`src/design/pwbd_pkg.sv`:
```
// ----------------------------------------------------------------------------
// pwbd_pkg
// Types and constants shared by the pulse width bit decoder modules.
// ----------------------------------------------------------------------------
package pwbd_pkg;

   localparam int unsigned TIME_W      = 32;
   localparam int unsigned TIMER_W     = 16;
   localparam int unsigned FRAME_W     = 64;
   localparam int unsigned COUNT_W     = 6;
   localparam int unsigned POS_W       = 7;
   localparam int unsigned MS_MULT_W   = 10;

   localparam logic [MS_MULT_W-1:0] US_PER_MS    = MS_MULT_W'(1000);
   localparam logic [TIMER_W-1:0]   RELOAD_RESET = TIMER_W'(50000);
   localparam logic [COUNT_W-1:0]   COUNT_MAX    = '1;
   localparam logic [POS_W-1:0]     FRAME_LIMIT  = POS_W'(FRAME_W);

   typedef enum logic [1:0] {
      ACT_RISE    = 2'd0,
      ACT_FALL    = 2'd1,
      ACT_TIMEOUT = 2'd2,
      ACT_NONE    = 2'd3
   } action_type;

   typedef struct packed {
      logic              drain;
      logic [TIME_W-1:0] width;
   } cmd_type;

   typedef enum logic [2:0] {
      S_IDLE,
      S_LOAD,
      S_THR,
      S_SCAN,
      S_DONE
   } back_state_type;

endpackage

```
`src/design/pwbd_ram.sv`:
```
// ----------------------------------------------------------------------------
// pwbd_ram
// Generic single write port, single read port RAM with registered read.
// ----------------------------------------------------------------------------
module pwbd_ram #(
   parameter int unsigned WIDTH = 32,
   parameter int unsigned DEPTH = 64
) (
   input  logic                     clock,
   input  logic                     wr_en,
   input  logic [$clog2(DEPTH)-1:0] wr_addr,
   input  logic [WIDTH-1:0]         wr_data,
   input  logic [$clog2(DEPTH)-1:0] rd_addr,
   output logic [WIDTH-1:0]         rd_data
);

   logic [WIDTH-1:0] mem_ff [DEPTH];
   logic [WIDTH-1:0] rd_data_ff;

   always_ff @(posedge clock) begin
      if (wr_en) begin
         mem_ff[wr_addr] <= wr_data;
      end
      rd_data_ff <= mem_ff[rd_addr];
   end

   assign rd_data = rd_data_ff;

endmodule

```
`src/design/pwbd_front.sv`:
```
// ----------------------------------------------------------------------------
// pwbd_front
// Forms edge timestamps and deltas, classifies each item into a width push,
// a frame drain or nothing, and hands commands to the queue.
// ----------------------------------------------------------------------------
module pwbd_front (
   input  logic                            clock,
   input  logic                            reset,
   input  logic [pwbd_pkg::TIMER_W-1:0]    timer_reload,
   input  logic                            in_valid,
   output logic                            in_ready,
   input  logic [1:0]                      in_action,
   input  logic [pwbd_pkg::TIME_W-1:0]     in_coarse_ms,
   input  logic [pwbd_pkg::TIMER_W-1:0]    in_timer_count,
   output logic                            cmd_valid,
   input  logic                            cmd_ready,
   output pwbd_pkg::cmd_type               cmd
);

   logic                            s1_valid_ff, s1_valid_in;
   pwbd_pkg::action_type            s1_action_ff;
   logic [pwbd_pkg::TIME_W-1:0]     s1_prod_ff;
   logic [pwbd_pkg::TIME_W-1:0]     s1_frac_ff;
   logic [pwbd_pkg::TIME_W-1:0]     last_ff, last_in;
   logic                            seen_ff, seen_in;
   logic [pwbd_pkg::TIME_W-1:0]     stamp;
   logic [pwbd_pkg::TIME_W-1:0]     delta;
   logic                            is_edge;
   logic                            needs_cmd;
   logic                            s1_fire;
   logic                            take;

   assign stamp     = s1_prod_ff + s1_frac_ff;
   assign delta     = seen_ff ? (stamp - last_ff) : '0;
   assign is_edge   = (s1_action_ff == pwbd_pkg::ACT_RISE) ||
                      (s1_action_ff == pwbd_pkg::ACT_FALL);
   assign needs_cmd = (s1_action_ff == pwbd_pkg::ACT_FALL) ||
                      (s1_action_ff == pwbd_pkg::ACT_TIMEOUT);
   assign s1_fire   = s1_valid_ff && (!needs_cmd || cmd_ready);
   assign in_ready  = !s1_valid_ff || s1_fire;
   assign take      = in_valid && in_ready;

   assign cmd_valid = s1_valid_ff && needs_cmd;
   assign cmd.drain = (s1_action_ff == pwbd_pkg::ACT_TIMEOUT);
   assign cmd.width = delta;

   always_comb begin
      s1_valid_in = s1_valid_ff;
      last_in     = last_ff;
      seen_in     = seen_ff;
      if (s1_fire) begin
         s1_valid_in = 1'b0;
         if (is_edge) begin
            last_in = stamp;
            seen_in = 1'b1;
         end
      end
      if (take) begin
         s1_valid_in = 1'b1;
      end
   end

   always_ff @(posedge clock) begin
      if (reset) begin
         s1_valid_ff <= 1'b0;
         last_ff     <= '0;
         seen_ff     <= 1'b0;
      end else begin
         s1_valid_ff <= s1_valid_in;
         last_ff     <= last_in;
         seen_ff     <= seen_in;
      end
   end

   always_ff @(posedge clock) begin
      if (take) begin
         s1_action_ff <= pwbd_pkg::action_type'(in_action);
         s1_prod_ff   <= pwbd_pkg::TIME_W'(in_coarse_ms * pwbd_pkg::US_PER_MS);
         s1_frac_ff   <= pwbd_pkg::TIME_W'(timer_reload) -
                         pwbd_pkg::TIME_W'(in_timer_count);
      end
   end

endmodule

```
`src/design/pwbd_queue.sv`:
```
// ----------------------------------------------------------------------------
// pwbd_queue
// Two-entry command queue between the front and the back.
// ----------------------------------------------------------------------------
module pwbd_queue (
   input  logic              clock,
   input  logic              reset,
   input  logic              push_valid,
   output logic              push_ready,
   input  pwbd_pkg::cmd_type push_cmd,
   output logic              pop_valid,
   input  logic              pop,
   output pwbd_pkg::cmd_type pop_cmd
);

   pwbd_pkg::cmd_type slot_ff [2];
   logic              wr_ptr_ff, wr_ptr_in;
   logic              rd_ptr_ff, rd_ptr_in;
   logic [1:0]        count_ff, count_in;
   logic              do_push;
   logic              do_pop;

   assign push_ready = (count_ff != 2'd2);
   assign pop_valid  = (count_ff != 2'd0);
   assign pop_cmd    = slot_ff[rd_ptr_ff];
   assign do_push    = push_valid && push_ready;
   assign do_pop     = pop && pop_valid;

   always_comb begin
      wr_ptr_in = do_push ? !wr_ptr_ff : wr_ptr_ff;
      rd_ptr_in = do_pop ? !rd_ptr_ff : rd_ptr_ff;
      count_in  = count_ff + 2'(do_push) - 2'(do_pop);
   end

   always_ff @(posedge clock) begin
      if (reset) begin
         wr_ptr_ff <= 1'b0;
         rd_ptr_ff <= 1'b0;
         count_ff  <= 2'd0;
      end else begin
         wr_ptr_ff <= wr_ptr_in;
         rd_ptr_ff <= rd_ptr_in;
         count_ff  <= count_in;
      end
   end

   always_ff @(posedge clock) begin
      if (do_push) begin
         slot_ff[wr_ptr_ff] <= push_cmd;
      end
   end

endmodule

```
`src/design/pwbd_back.sv`:
```
// ----------------------------------------------------------------------------
// pwbd_back
// Keeps the width ring, pushes widths and drains the ring into one frame,
// classifying each width against the threshold from the first one.
// ----------------------------------------------------------------------------
module pwbd_back #(
   parameter int unsigned RING_DEPTH = 64
) (
   input  logic                            clock,
   input  logic                            reset,
   input  logic                            cmd_valid,
   input  pwbd_pkg::cmd_type               cmd,
   output logic                            cmd_pop,
   output logic                            out_valid,
   input  logic                            out_ready,
   output logic [pwbd_pkg::FRAME_W-1:0]    out_frame_bits,
   output logic [pwbd_pkg::COUNT_W-1:0]    out_bit_count,
   output logic [pwbd_pkg::TIME_W-1:0]     out_threshold_us
);

   localparam int unsigned ADDR_W = $clog2(RING_DEPTH);
   localparam int unsigned FILL_W = $clog2(RING_DEPTH + 1);
   localparam int unsigned SUM_W  = FILL_W + 1;

   pwbd_pkg::back_state_type        state_ff, state_in;
   logic [ADDR_W-1:0]               head_ff, head_in;
   logic [FILL_W-1:0]               fill_ff, fill_in;
   logic [ADDR_W-1:0]               rd_ptr_ff, rd_ptr_in;
   logic [FILL_W-1:0]               idx_ff, idx_in;
   logic [pwbd_pkg::TIME_W-1:0]     thr_ff, thr_in;
   logic [pwbd_pkg::FRAME_W-1:0]    bits_ff, bits_in;
   logic                            out_valid_ff, out_valid_in;
   logic [pwbd_pkg::FRAME_W-1:0]    frame_ff, frame_in;
   logic [pwbd_pkg::COUNT_W-1:0]    count_ff, count_in;
   logic [pwbd_pkg::TIME_W-1:0]     thr_out_ff, thr_out_in;

   logic                            wr_en;
   logic [ADDR_W-1:0]               wr_addr;
   logic [pwbd_pkg::TIME_W-1:0]     rd_data;
   logic [SUM_W-1:0]                tail_sum;
   logic [ADDR_W-1:0]               tail_addr;
   logic                            ring_full;
   logic [pwbd_pkg::TIME_W:0]       thr_wide;
   logic [pwbd_pkg::POS_W-1:0]      bit_pos;
   logic [pwbd_pkg::POS_W-1:0]      fill_less;
   logic                            out_free;

   function automatic logic [ADDR_W-1:0] ptr_inc(input logic [ADDR_W-1:0] ptr);
      logic [ADDR_W-1:0] nxt;
      if (ptr == ADDR_W'(RING_DEPTH - 1)) begin
         nxt = '0;
      end else begin
         nxt = ptr + 1'b1;
      end
      return nxt;
   endfunction

   pwbd_ram #(
      .WIDTH (pwbd_pkg::TIME_W),
      .DEPTH (RING_DEPTH)
   ) u_ring (
      .clock   (clock),
      .wr_en   (wr_en),
      .wr_addr (wr_addr),
      .wr_data (cmd.width),
      .rd_addr (rd_ptr_ff),
      .rd_data (rd_data)
   );

   assign ring_full = (fill_ff == FILL_W'(RING_DEPTH));
   assign tail_sum  = SUM_W'(head_ff) + SUM_W'(fill_ff);
   assign tail_addr = (tail_sum >= SUM_W'(RING_DEPTH)) ?
                      ADDR_W'(tail_sum - SUM_W'(RING_DEPTH)) : ADDR_W'(tail_sum);
   assign wr_addr   = ring_full ? head_ff : tail_addr;
   assign thr_wide  = {1'b0, rd_data} + {2'b00, rd_data[pwbd_pkg::TIME_W-1:1]};
   assign bit_pos   = pwbd_pkg::POS_W'(idx_ff) - 1'b1;
   assign fill_less = pwbd_pkg::POS_W'(fill_ff) - 1'b1;
   assign out_free  = !out_valid_ff || out_ready;

   assign out_valid        = out_valid_ff;
   assign out_frame_bits   = frame_ff;
   assign out_bit_count    = count_ff;
   assign out_threshold_us = thr_out_ff;

   always_comb begin
      state_in     = state_ff;
      head_in      = head_ff;
      fill_in      = fill_ff;
      rd_ptr_in    = rd_ptr_ff;
      idx_in       = idx_ff;
      thr_in       = thr_ff;
      bits_in      = bits_ff;
      out_valid_in = out_valid_ff && !out_ready;
      frame_in     = frame_ff;
      count_in     = count_ff;
      thr_out_in   = thr_out_ff;
      wr_en        = 1'b0;
      cmd_pop      = 1'b0;
      unique case (state_ff)
         pwbd_pkg::S_IDLE: begin
            if (cmd_valid) begin
               if (!cmd.drain) begin
                  wr_en   = 1'b1;
                  cmd_pop = 1'b1;
                  if (ring_full) begin
                     head_in = ptr_inc(head_ff);
                  end else begin
                     fill_in = fill_ff + 1'b1;
                  end
               end else if (fill_ff == '0) begin
                  cmd_pop = 1'b1;
               end else begin
                  rd_ptr_in = head_ff;
                  state_in  = pwbd_pkg::S_LOAD;
               end
            end
         end
         pwbd_pkg::S_LOAD: begin
            rd_ptr_in = ptr_inc(rd_ptr_ff);
            state_in  = pwbd_pkg::S_THR;
         end
         pwbd_pkg::S_THR: begin
            thr_in    = thr_wide[pwbd_pkg::TIME_W] ? '1 : thr_wide[pwbd_pkg::TIME_W-1:0];
            rd_ptr_in = ptr_inc(rd_ptr_ff);
            idx_in    = FILL_W'(1);
            bits_in   = '0;
            state_in  = (fill_ff == FILL_W'(1)) ? pwbd_pkg::S_DONE : pwbd_pkg::S_SCAN;
         end
         pwbd_pkg::S_SCAN: begin
            if ((rd_data < thr_ff) && (bit_pos < pwbd_pkg::FRAME_LIMIT)) begin
               bits_in[bit_pos[pwbd_pkg::COUNT_W-1:0]] = 1'b1;
            end
            rd_ptr_in = ptr_inc(rd_ptr_ff);
            idx_in    = idx_ff + 1'b1;
            if (pwbd_pkg::POS_W'(idx_ff) == fill_less) begin
               state_in = pwbd_pkg::S_DONE;
            end
         end
         pwbd_pkg::S_DONE: begin
            if (out_free) begin
               out_valid_in = 1'b1;
               frame_in     = bits_ff;
               count_in     = (fill_less > pwbd_pkg::POS_W'(pwbd_pkg::COUNT_MAX)) ?
                              pwbd_pkg::COUNT_MAX : fill_less[pwbd_pkg::COUNT_W-1:0];
               thr_out_in   = thr_ff;
               head_in      = '0;
               fill_in      = '0;
               cmd_pop      = 1'b1;
               state_in     = pwbd_pkg::S_IDLE;
            end
         end
         default: begin
            state_in = pwbd_pkg::S_IDLE;
         end
      endcase
   end

   always_ff @(posedge clock) begin
      if (reset) begin
         state_ff     <= pwbd_pkg::S_IDLE;
         head_ff      <= '0;
         fill_ff      <= '0;
         out_valid_ff <= 1'b0;
      end else begin
         state_ff     <= state_in;
         head_ff      <= head_in;
         fill_ff      <= fill_in;
         out_valid_ff <= out_valid_in;
      end
   end

   always_ff @(posedge clock) begin
      rd_ptr_ff  <= rd_ptr_in;
      idx_ff     <= idx_in;
      thr_ff     <= thr_in;
      bits_ff    <= bits_in;
      frame_ff   <= frame_in;
      count_ff   <= count_in;
      thr_out_ff <= thr_out_in;
   end

endmodule

```
`src/design/pulse_width_bit_decoder.sv`:
```
// ----------------------------------------------------------------------------
// pulse_width_bit_decoder
// Self-calibrating pulse width decoder: high-pulse widths from edge timestamps
// are collected in a ring and a timeout drains the ring into one frame.
//
//   channel   direction   tdata / tuser
//   req_      in          tdata: coarse_ms, timer_count; tuser: action
//   rsp_      out         tdata: frame_bits, bit_count, threshold_us
//   csr_      in          wr_data: timer_reload
//
// an edge is registered in the front; a fall goes on to the back as a width
// a drain runs LOAD, THR, SCAN, DONE, one ring entry a cycle
// a two-entry queue lets the front keep taking edges while the back drains
// reset is synchronous and clears the ring to empty at once
// ----------------------------------------------------------------------------
module pulse_width_bit_decoder #(
   parameter int unsigned RING_DEPTH = 64
) (
   input  logic          clock,
   input  logic          reset,
   input  logic          csr_wr_en,
   input  logic [15:0]   csr_wr_data,   // timer_reload
   input  logic          req_tvalid,
   output logic          req_tready,
   input  logic [47:0]   req_tdata,     // coarse_ms[31:0], timer_count[47:32]
   input  logic [1:0]    req_tuser,     // action[1:0]
   output logic          rsp_tvalid,
   input  logic          rsp_tready,
   output logic [103:0]  rsp_tdata      // frame_bits[63:0], bit_count[69:64],
                                        // threshold_us[101:70], zero[103:102]
);

   logic [pwbd_pkg::TIMER_W-1:0]    reload_ff;
   logic                            f_cmd_valid;
   logic                            f_cmd_ready;
   pwbd_pkg::cmd_type               f_cmd;
   logic                            b_cmd_valid;
   logic                            b_cmd_pop;
   pwbd_pkg::cmd_type               b_cmd;
   logic [pwbd_pkg::FRAME_W-1:0]    frame_bits;
   logic [pwbd_pkg::COUNT_W-1:0]    bit_count;
   logic [pwbd_pkg::TIME_W-1:0]     threshold_us;

   always_ff @(posedge clock) begin
      if (reset) begin
         reload_ff <= pwbd_pkg::RELOAD_RESET;
      end else if (csr_wr_en) begin
         reload_ff <= csr_wr_data;
      end
   end

   pwbd_front u_front (
      .clock          (clock),
      .reset          (reset),
      .timer_reload   (reload_ff),
      .in_valid       (req_tvalid),
      .in_ready       (req_tready),
      .in_action      (req_tuser),
      .in_coarse_ms   (req_tdata[31:0]),
      .in_timer_count (req_tdata[47:32]),
      .cmd_valid      (f_cmd_valid),
      .cmd_ready      (f_cmd_ready),
      .cmd            (f_cmd)
   );

   pwbd_queue u_queue (
      .clock      (clock),
      .reset      (reset),
      .push_valid (f_cmd_valid),
      .push_ready (f_cmd_ready),
      .push_cmd   (f_cmd),
      .pop_valid  (b_cmd_valid),
      .pop        (b_cmd_pop),
      .pop_cmd    (b_cmd)
   );

   pwbd_back #(
      .RING_DEPTH (RING_DEPTH)
   ) u_back (
      .clock            (clock),
      .reset            (reset),
      .cmd_valid        (b_cmd_valid),
      .cmd              (b_cmd),
      .cmd_pop          (b_cmd_pop),
      .out_valid        (rsp_tvalid),
      .out_ready        (rsp_tready),
      .out_frame_bits   (frame_bits),
      .out_bit_count    (bit_count),
      .out_threshold_us (threshold_us)
   );

   assign rsp_tdata = {2'b00, threshold_us, bit_count, frame_bits};

endmodule

```
`config.mk`:
```
export PLATFORM = sky130hd
export DESIGN_NAME = pulse_width_bit_decoder
export DESIGN_NICKNAME = d
export VERILOG_FILES = /design/src/design/pwbd_pkg.sv /design/src/design/pwbd_ram.sv /design/src/design/pwbd_front.sv /design/src/design/pwbd_queue.sv /design/src/design/pwbd_back.sv /design/src/design/pulse_width_bit_decoder.sv
export SDC_FILE = /design/constraint.sdc
export NUM_CORES = 2
export LEC_CHECK = 0
export BUFFER_PORTS_ARGS = -buffer_cell sky130_fd_sc_hd__buf_4
export CORE_MARGIN = 2
export CORE_UTILIZATION = 50
export DETAILED_ROUTE_END_ITERATION = 6
export GPL_ROUTABILITY_DRIVEN = 0
export PLACE_DENSITY = 0.68
export RECOVER_POWER = 50
export SETUP_SLACK_MARGIN = 0.3
export SYNTH_ARGS = -nofsm -noshare
export SYNTH_HDL_FRONTEND = slang
export SYNTH_SLANG_ARGS = --single-unit
```
`constraint.sdc`:
```
create_clock -name clock -period 4.65 [get_ports clock]
set_input_delay 0.465 -clock clock [delete_from_list [all_inputs] [get_ports clock]]
set_output_delay 0.465 -clock clock [all_outputs]
set_load 0.005 [all_outputs]
```
---- Word level (Yosys, flattened, before mapping) ----
Memory sizes are Yosys's and may differ from the RTL's. A register that Yosys moved wholly into a read port is not among the register bits.
Index checks and enable logic that the tools add are counted.
cells by class
  $mul .................................... 1
  equal/unequal tests ..................... 21
  mux-type cells .......................... 49
  $add $sub $neg .......................... 14
  shift operators ......................... 0
  div/mod/pow operators ................... 0
  order comparisons ....................... 6
  reduce and logical (&&, ||, !) cells .... 35
  bitwise logic cells ..................... 1
operators by type and width
  kind                                                   count
  one-hot mux 64 bit (2 select lines)                    1
  two-way mux 6 bit                                      11
  two-way mux 64 bit                                     1
  bitwise OR 64 bit                                      1
  adder 32 x 31 -> 33 bit                                1
  adder 32 bit                                           1
  less-than comparator 32 bit                            1
  multiplier 32 x 7 -> 29 bit, second input constant     1
  two-way mux 32 bit                                     1
  subtractor 32 bit                                      1
  two-way mux 7 bit                                      4
  one-hot mux 7 bit (2 select lines)                     2
  one-hot mux 6 bit (2 select lines)                     2
  two-way mux 1 bit                                      18
  two-way mux 3 bit                                      6
  subtractor 16 x 16 -> 17 bit                           1
  one-hot mux 3 bit (5 select lines)                     1
  AND reduction 5 bit                                    3
  adder 7 x 1 -> 7 bit, second input constant            2
  subtractor 7 x 1 -> 7 bit, second input constant       2
  adder 6 x 1 -> 6 bit, second input constant            2
  equality test 6 bit, second input constant             2
  inequality test 2 x 1 -> 1 bit, second input constant  5
  inequality test 2 bit, second input constant           5
  other kinds (29)                                       52
storage, ports and cells
  latch bits .............................. 0
  input port bits ......................... 71
  logic and storage cells ................. 150
  memory bits (read-only) ................. 0
  memories ................................ 2
  register bits after elaboration ......... 345
  memory bits (writable) .................. 2114
  output and inout port bits .............. 106
memory list
  name                  words  bits a word  rd ports  clocked after memory_dff  write ports  RTL line          source
  u_back.u_ring.mem_ff  64     32           1         1                         1            pwbd_ram.sv:17    logic [WIDTH-1:0] mem_ff [DEPTH];
  u_queue.slot_ff       2      33           1         1                         1            pwbd_queue.sv:16  pwbd_pkg::cmd_type slot_ff [2];

---- Longest topological paths before layout ----
  depth in word-level cells ............... 8
  gate-level depth with buffers ........... 22
  gate-level depth less buffers ........... 22

---- Hierarchy ----
A second synthesis with hierarchy kept.
unflattened totals
  cells, all modules ...................... 5734
  area, all modules ....................... 103923.4 um2
modules (own cells, without submodules)
  module                   cells an instance  seq. area each (um2)  area an instance (um2)  times used
  pwbd_ram                 3324               62139.6               78515.3                 1
  pwbd_back                1026               6676.4                11671.2                 1
  pwbd_front               1197               2122.0                10477.5                 1
  pwbd_queue               132                2082.0                2640.0                  1
  pulse_width_bit_decoder  55                 320.3                 619.3                   1

---- Worst setup path before layout ----
No wires, ideal clock.
  path type ............................... in2reg
  start point ............................. input port req_tdata[0]
  end point ............................... register u_front.s1_prod_ff[31] (netlist name) (data pin)
  required time ........................... 4390 ps
  buffers on the path ..................... 0
  path slack .............................. -166 ps
  cell stages on the path ................. 16
  arrival time ............................ 4556 ps
  path through ............................ fa_1 > inv_1 > fa_1 > fa_1 > fa_1 > inv_1 > ha_1 > a2111oi_0 > o31ai_1 > a31oi_1 > o41ai_1 > a21oi_1 > nor2b_1 > o21ai_1 > a21oi_1 > xnor2_1
between the ends
  cells in the longest elaborated chain, start to end .. 1
RTL lines
  element                      RTL line                       source
  start: declaration           pulse_width_bit_decoder.sv:25  input logic [47:0] req_tdata,
  multiplier 32 x 7 -> 29 bit  pwbd_front.sv:78               s1_prod_ff <= pwbd_pkg::TIME_W'(in_coarse_ms * pwbd_pkg::US_PER_MS);
  end signal: assignment       pwbd_front.sv:78
  end: declaration             pwbd_front.sv:22               logic [pwbd_pkg::TIME_W-1:0] s1_prod_ff;
Every way passes these cells.
A chain may end at the register's enable or synchronous reset.

==> run metrics <==
status finished with violations; failing checks capacitance limit, slew limit; layout cells sized above 1 0.272; Vias/cell 5.95; Total Power 62.8 mW; Worst VDD drop 0.428 mV; worst-path cell chain ha_2 -> fa_2 -> a211oi_4 -> buf_4 -> o21bai_4 -> a21oi_2 -> o21bai_1 -> a21oi_1 -> xnor2_1 -> ha_1 -> nand2_2 -> nor4_1 -> o31ai_1 -> o211ai_1 -> and3_4 -> o41ai_4 -> o21ai_2 -> or4b_1 -> a31oi_1 -> xnor2_1 -> and2_4; Reg2Reg Capture Point u_queue.slot_ff[1][31]; post-route ant nets 0; most frequent cells in the layout 2373 x edfxtp_1, 665 x mux4_2, 266 x inv_1; Clock transition at path regs 0.06 ns; Tcrit/Tclk final 0.989; Static Leak 39.8 nW; Initial Utilization 0.502; Clock Tree Root clkbuf_16; CP Class reg2reg; cell family with most CP delay compound AO/OA/AOI/OAI gates; Setup crit end kind flip-flop; Top cell by count, worst path xnor2_1; Setup crit start u_front.s1_prod_ff[3]; WL/cell 27.0 µm; worst path bufs/invs 1; grt total ovfl 0; setup violators final 0; most common library cell in the layout ignoring fill and taps edfxtp_1; max_cap viols 7; clock tree buffer depth 3; H-Tree Level Count 4; DR DRC count 0; clock sink count 2477; Worst Path Arrival 5.23 ns; Post-Synthesis Cells 5298; CP peak stage delay 0.47 ns; reg2reg setup slack 0.05 ns; register area share after synthesis 0.714; predominant post-synthesis flop cell edfxtp_1; endpoints failing hold 0; worst flop-to-flop path startpoint u_front.s1_prod_ff[3]; via count 52.0k; Clock Latency Late Sink 0.89 ns; maximum clock frequency 217 MHz; Avg Inst Size Synth 19.4 µm²; post-DP HPWL 140000 µm; Inst Count DP 8229; Die Ht 457 µm; global-route wire length before repair 350000 µm; post-synth cell types 67; I/O pin count 177; CTS tree built; GRT Util Overall 0.227; vias in the first global route 53.3k; total routed wirelength 236000 µm; Fillers 14.8k; DRT iter0 DRCs 5419; Yosys warnings 0; critical-path maximum fanout 3; unrepaired setup endpoints after global routing yes; Post-Layout Cell Count 8743; critical path required time 5.28 ns; initial antenna violation count 16; die area 209000 µm²; DRT Pass-1 Iters 5; Row Count 166; largest net degree at the start of global routing 70; Post-synth EDFFs 2373; CORE AREA 204000 µm²; actual slew at the worst max-slew pin 3.11 ns; Synth Cell Area 103000 µm²; Fin Clk Skew 0.0540 ns; Area growth syn-to-layout 15.8%; Rel. slew slack -1.07; Worst path slowest cell or4b_1; final net count 6227; Crit path depth 21; die width 457 µm; post-layout min period 4.60 ns; R2R cell count 21; IO buf count 171; synthesis-stage register bit count 2477; power per cell area 528 nW/µm²; crit path to u_queue.slot_ff[1][31]; Final Max Tran Viols 304; Async S/R FF share, synth 0; CTS buffer count 229; Worst Hold Class in2reg; crit start category flip-flop
-- power breakdown --
part | internal (mW) | total (mW) | switching (mW) | leakage [nW]
sequential | 26.4 | 26.7 | 0.383 | 22.3
combinational | 7.75 | 17.0 | 9.28 | 13.8
clock | 10.8 | 19.1 | 8.29 | 3.73
-- repair_timing --
| action | 4_1_cts | 5_1_grt |
|---|---|---|
| setup buffers | 18 | 16 |
| resized for setup | 22 | 51 |
| setup endpoints to repair | 20 | 33 |
| pin swaps | 34 | 53 |
| hold buffers | 41 | 0 |
| endpoints found under the hold margin | 24 | 0 |
-- tightest hold or removal path: stages --
cell and delay, ns:
buf_4 0.20, mux2i_1 0.15, nand2_1 0.07
-- synth_stat cells (7+ instances only) --
library cell,count,share of area
nor2b_1,26,0.0016
o21a_1,11,0.00080
a21o_1,65,0.0048
mux4_2,665,0.15
nand4_1,11,0.00067
or2_2,7,0.00043
dfxtp_1,104,0.020
xor2_1,57,0.0049
mux2_2,41,0.0045
mux2i_1,26,0.0025
o31ai_1,10,0.00073
or3_1,7,0.00043
buf_1,60,0.0022
and3_1,22,0.0013
o21bai_1,22,0.0016
nand2b_1,26,0.0016
a31oi_1,12,0.00073
o21ai_1,25,0.0012
o21ai_0,68,0.0033
edfxtp_1,2373,0.69
buf_2,8,0.00039
nor4_1,7,0.00043
xnor2_1,104,0.0089
nor2_1,281,0.010
nand2_1,187,0.0068
a211oi_1,12,0.00088
nand3_1,35,0.0017
a21oi_1,214,0.010
fa_1,96,0.019
and2_1,7,0.00043
ha_1,213,0.026
nor3_1,25,0.0012
inv_1,269,0.0098
clkbuf_1,135,0.0049
-- area by class of cell --
class	count	area [µm²]	area share
antenna	4	10.0	0.0000842
clock buffer	285	6020	0.0506
clock inverter	150	1710	0.0143
inverter	269	1020	0.00855
multi-input combinational	2348	28400	0.239
sequential	2477	73300	0.617
tap	2688	3360	0.0283
timing repair buffer	522	5090	0.0428
-- per-layer routing --
metal / wire length, µm / part of all wire / vias up / global-route usage
li1: - / - / 22300 / -
met1: 96000 / 0.41 / 27500 / 0.314
met2: 120000 / 0.51 / 1907 / 0.386
met3: 15900 / 0.067 / 280 / 0.0329
met4: 4150 / 0.018 / 0 / 0.0498
met5: 0 / 0 / - / 0
-- how the worst min path moves through the flow --
stage                       start                          end  cells after the start
5_1_grt                 csr_wr_en                reload_ff[15]                      3
4_1_cts                 csr_wr_en                reload_ff[15]                      3
3_5_place_dp   u_back.bits_ff[57]    u_back.out_frame_bits[57]                      0
3_3_place_gp    u_back.bits_ff[3]     u_back.out_frame_bits[3]                      0
6_report                csr_wr_en                reload_ff[15]                      3
2_1_floorplan   u_back.thr_ff[10]  u_back.out_threshold_us[10]                      0
-- through the flow --
step / TNS [ns] / util / setup WS, ns / hold slack (ns) / cell area (µm²)
finish: 0 / 0.582 / 0.0504 / 0.0863 / 119000
CTS: 0 / 0.581 / 0.0361 / 0.0170 / 119000
detailed placement: -1.88 / 0.540 / -0.499 / 0.434 / 110000
global route: -1.32 / 0.582 / -0.172 / 0.0571 / 119000
global placement: -1.55 / 0.540 / -0.406 / 0.434 / 110000
floorplan: -0.00482 / - / -0.00482 / 0.426 / 103000
-- sequential cells by signal (all words and copies together), names as in the netlist, 2 cells and up, named ones only --
register                 cells
u_back.bits_ff              64
u_back.u_ring.mem_ff      2048
u_front.s1_prod_ff          29
u_front.s1_frac_ff          17
u_back.state_ff              3
u_back.head_ff               6
u_back.idx_ff                7
u_queue.count_ff             2
reload_ff                   16
u_back.out_threshold_us     32
u_front.last_ff             32
u_back.out_frame_bits       64
u_back.u_ring.rd_data       32
u_back.thr_ff               32
u_back.rd_ptr_ff             6
u_front.s1_action_ff         2
u_back.fill_ff               7
u_back.out_bit_count         6
u_queue.slot_ff             66
-- cells by family after synthesis --
| group | after synthesis | synth area share |
|---|---|---|
| xor gates and xnor gates | 161 | 0.0137 |
| other | 1 | 0.0000365 |
| AOI/OAI and AO/OA | 489 | 0.0287 |
| and+or+nand+nor | 654 | 0.0280 |
| DFF | 2477 | 0.714 |
| adders and majority gates | 309 | 0.0447 |
| muxes | 733 | 0.153 |
| buffers and inverters | 474 | 0.0175 |
No activity file was read; power rests on OpenSTA's default activity.
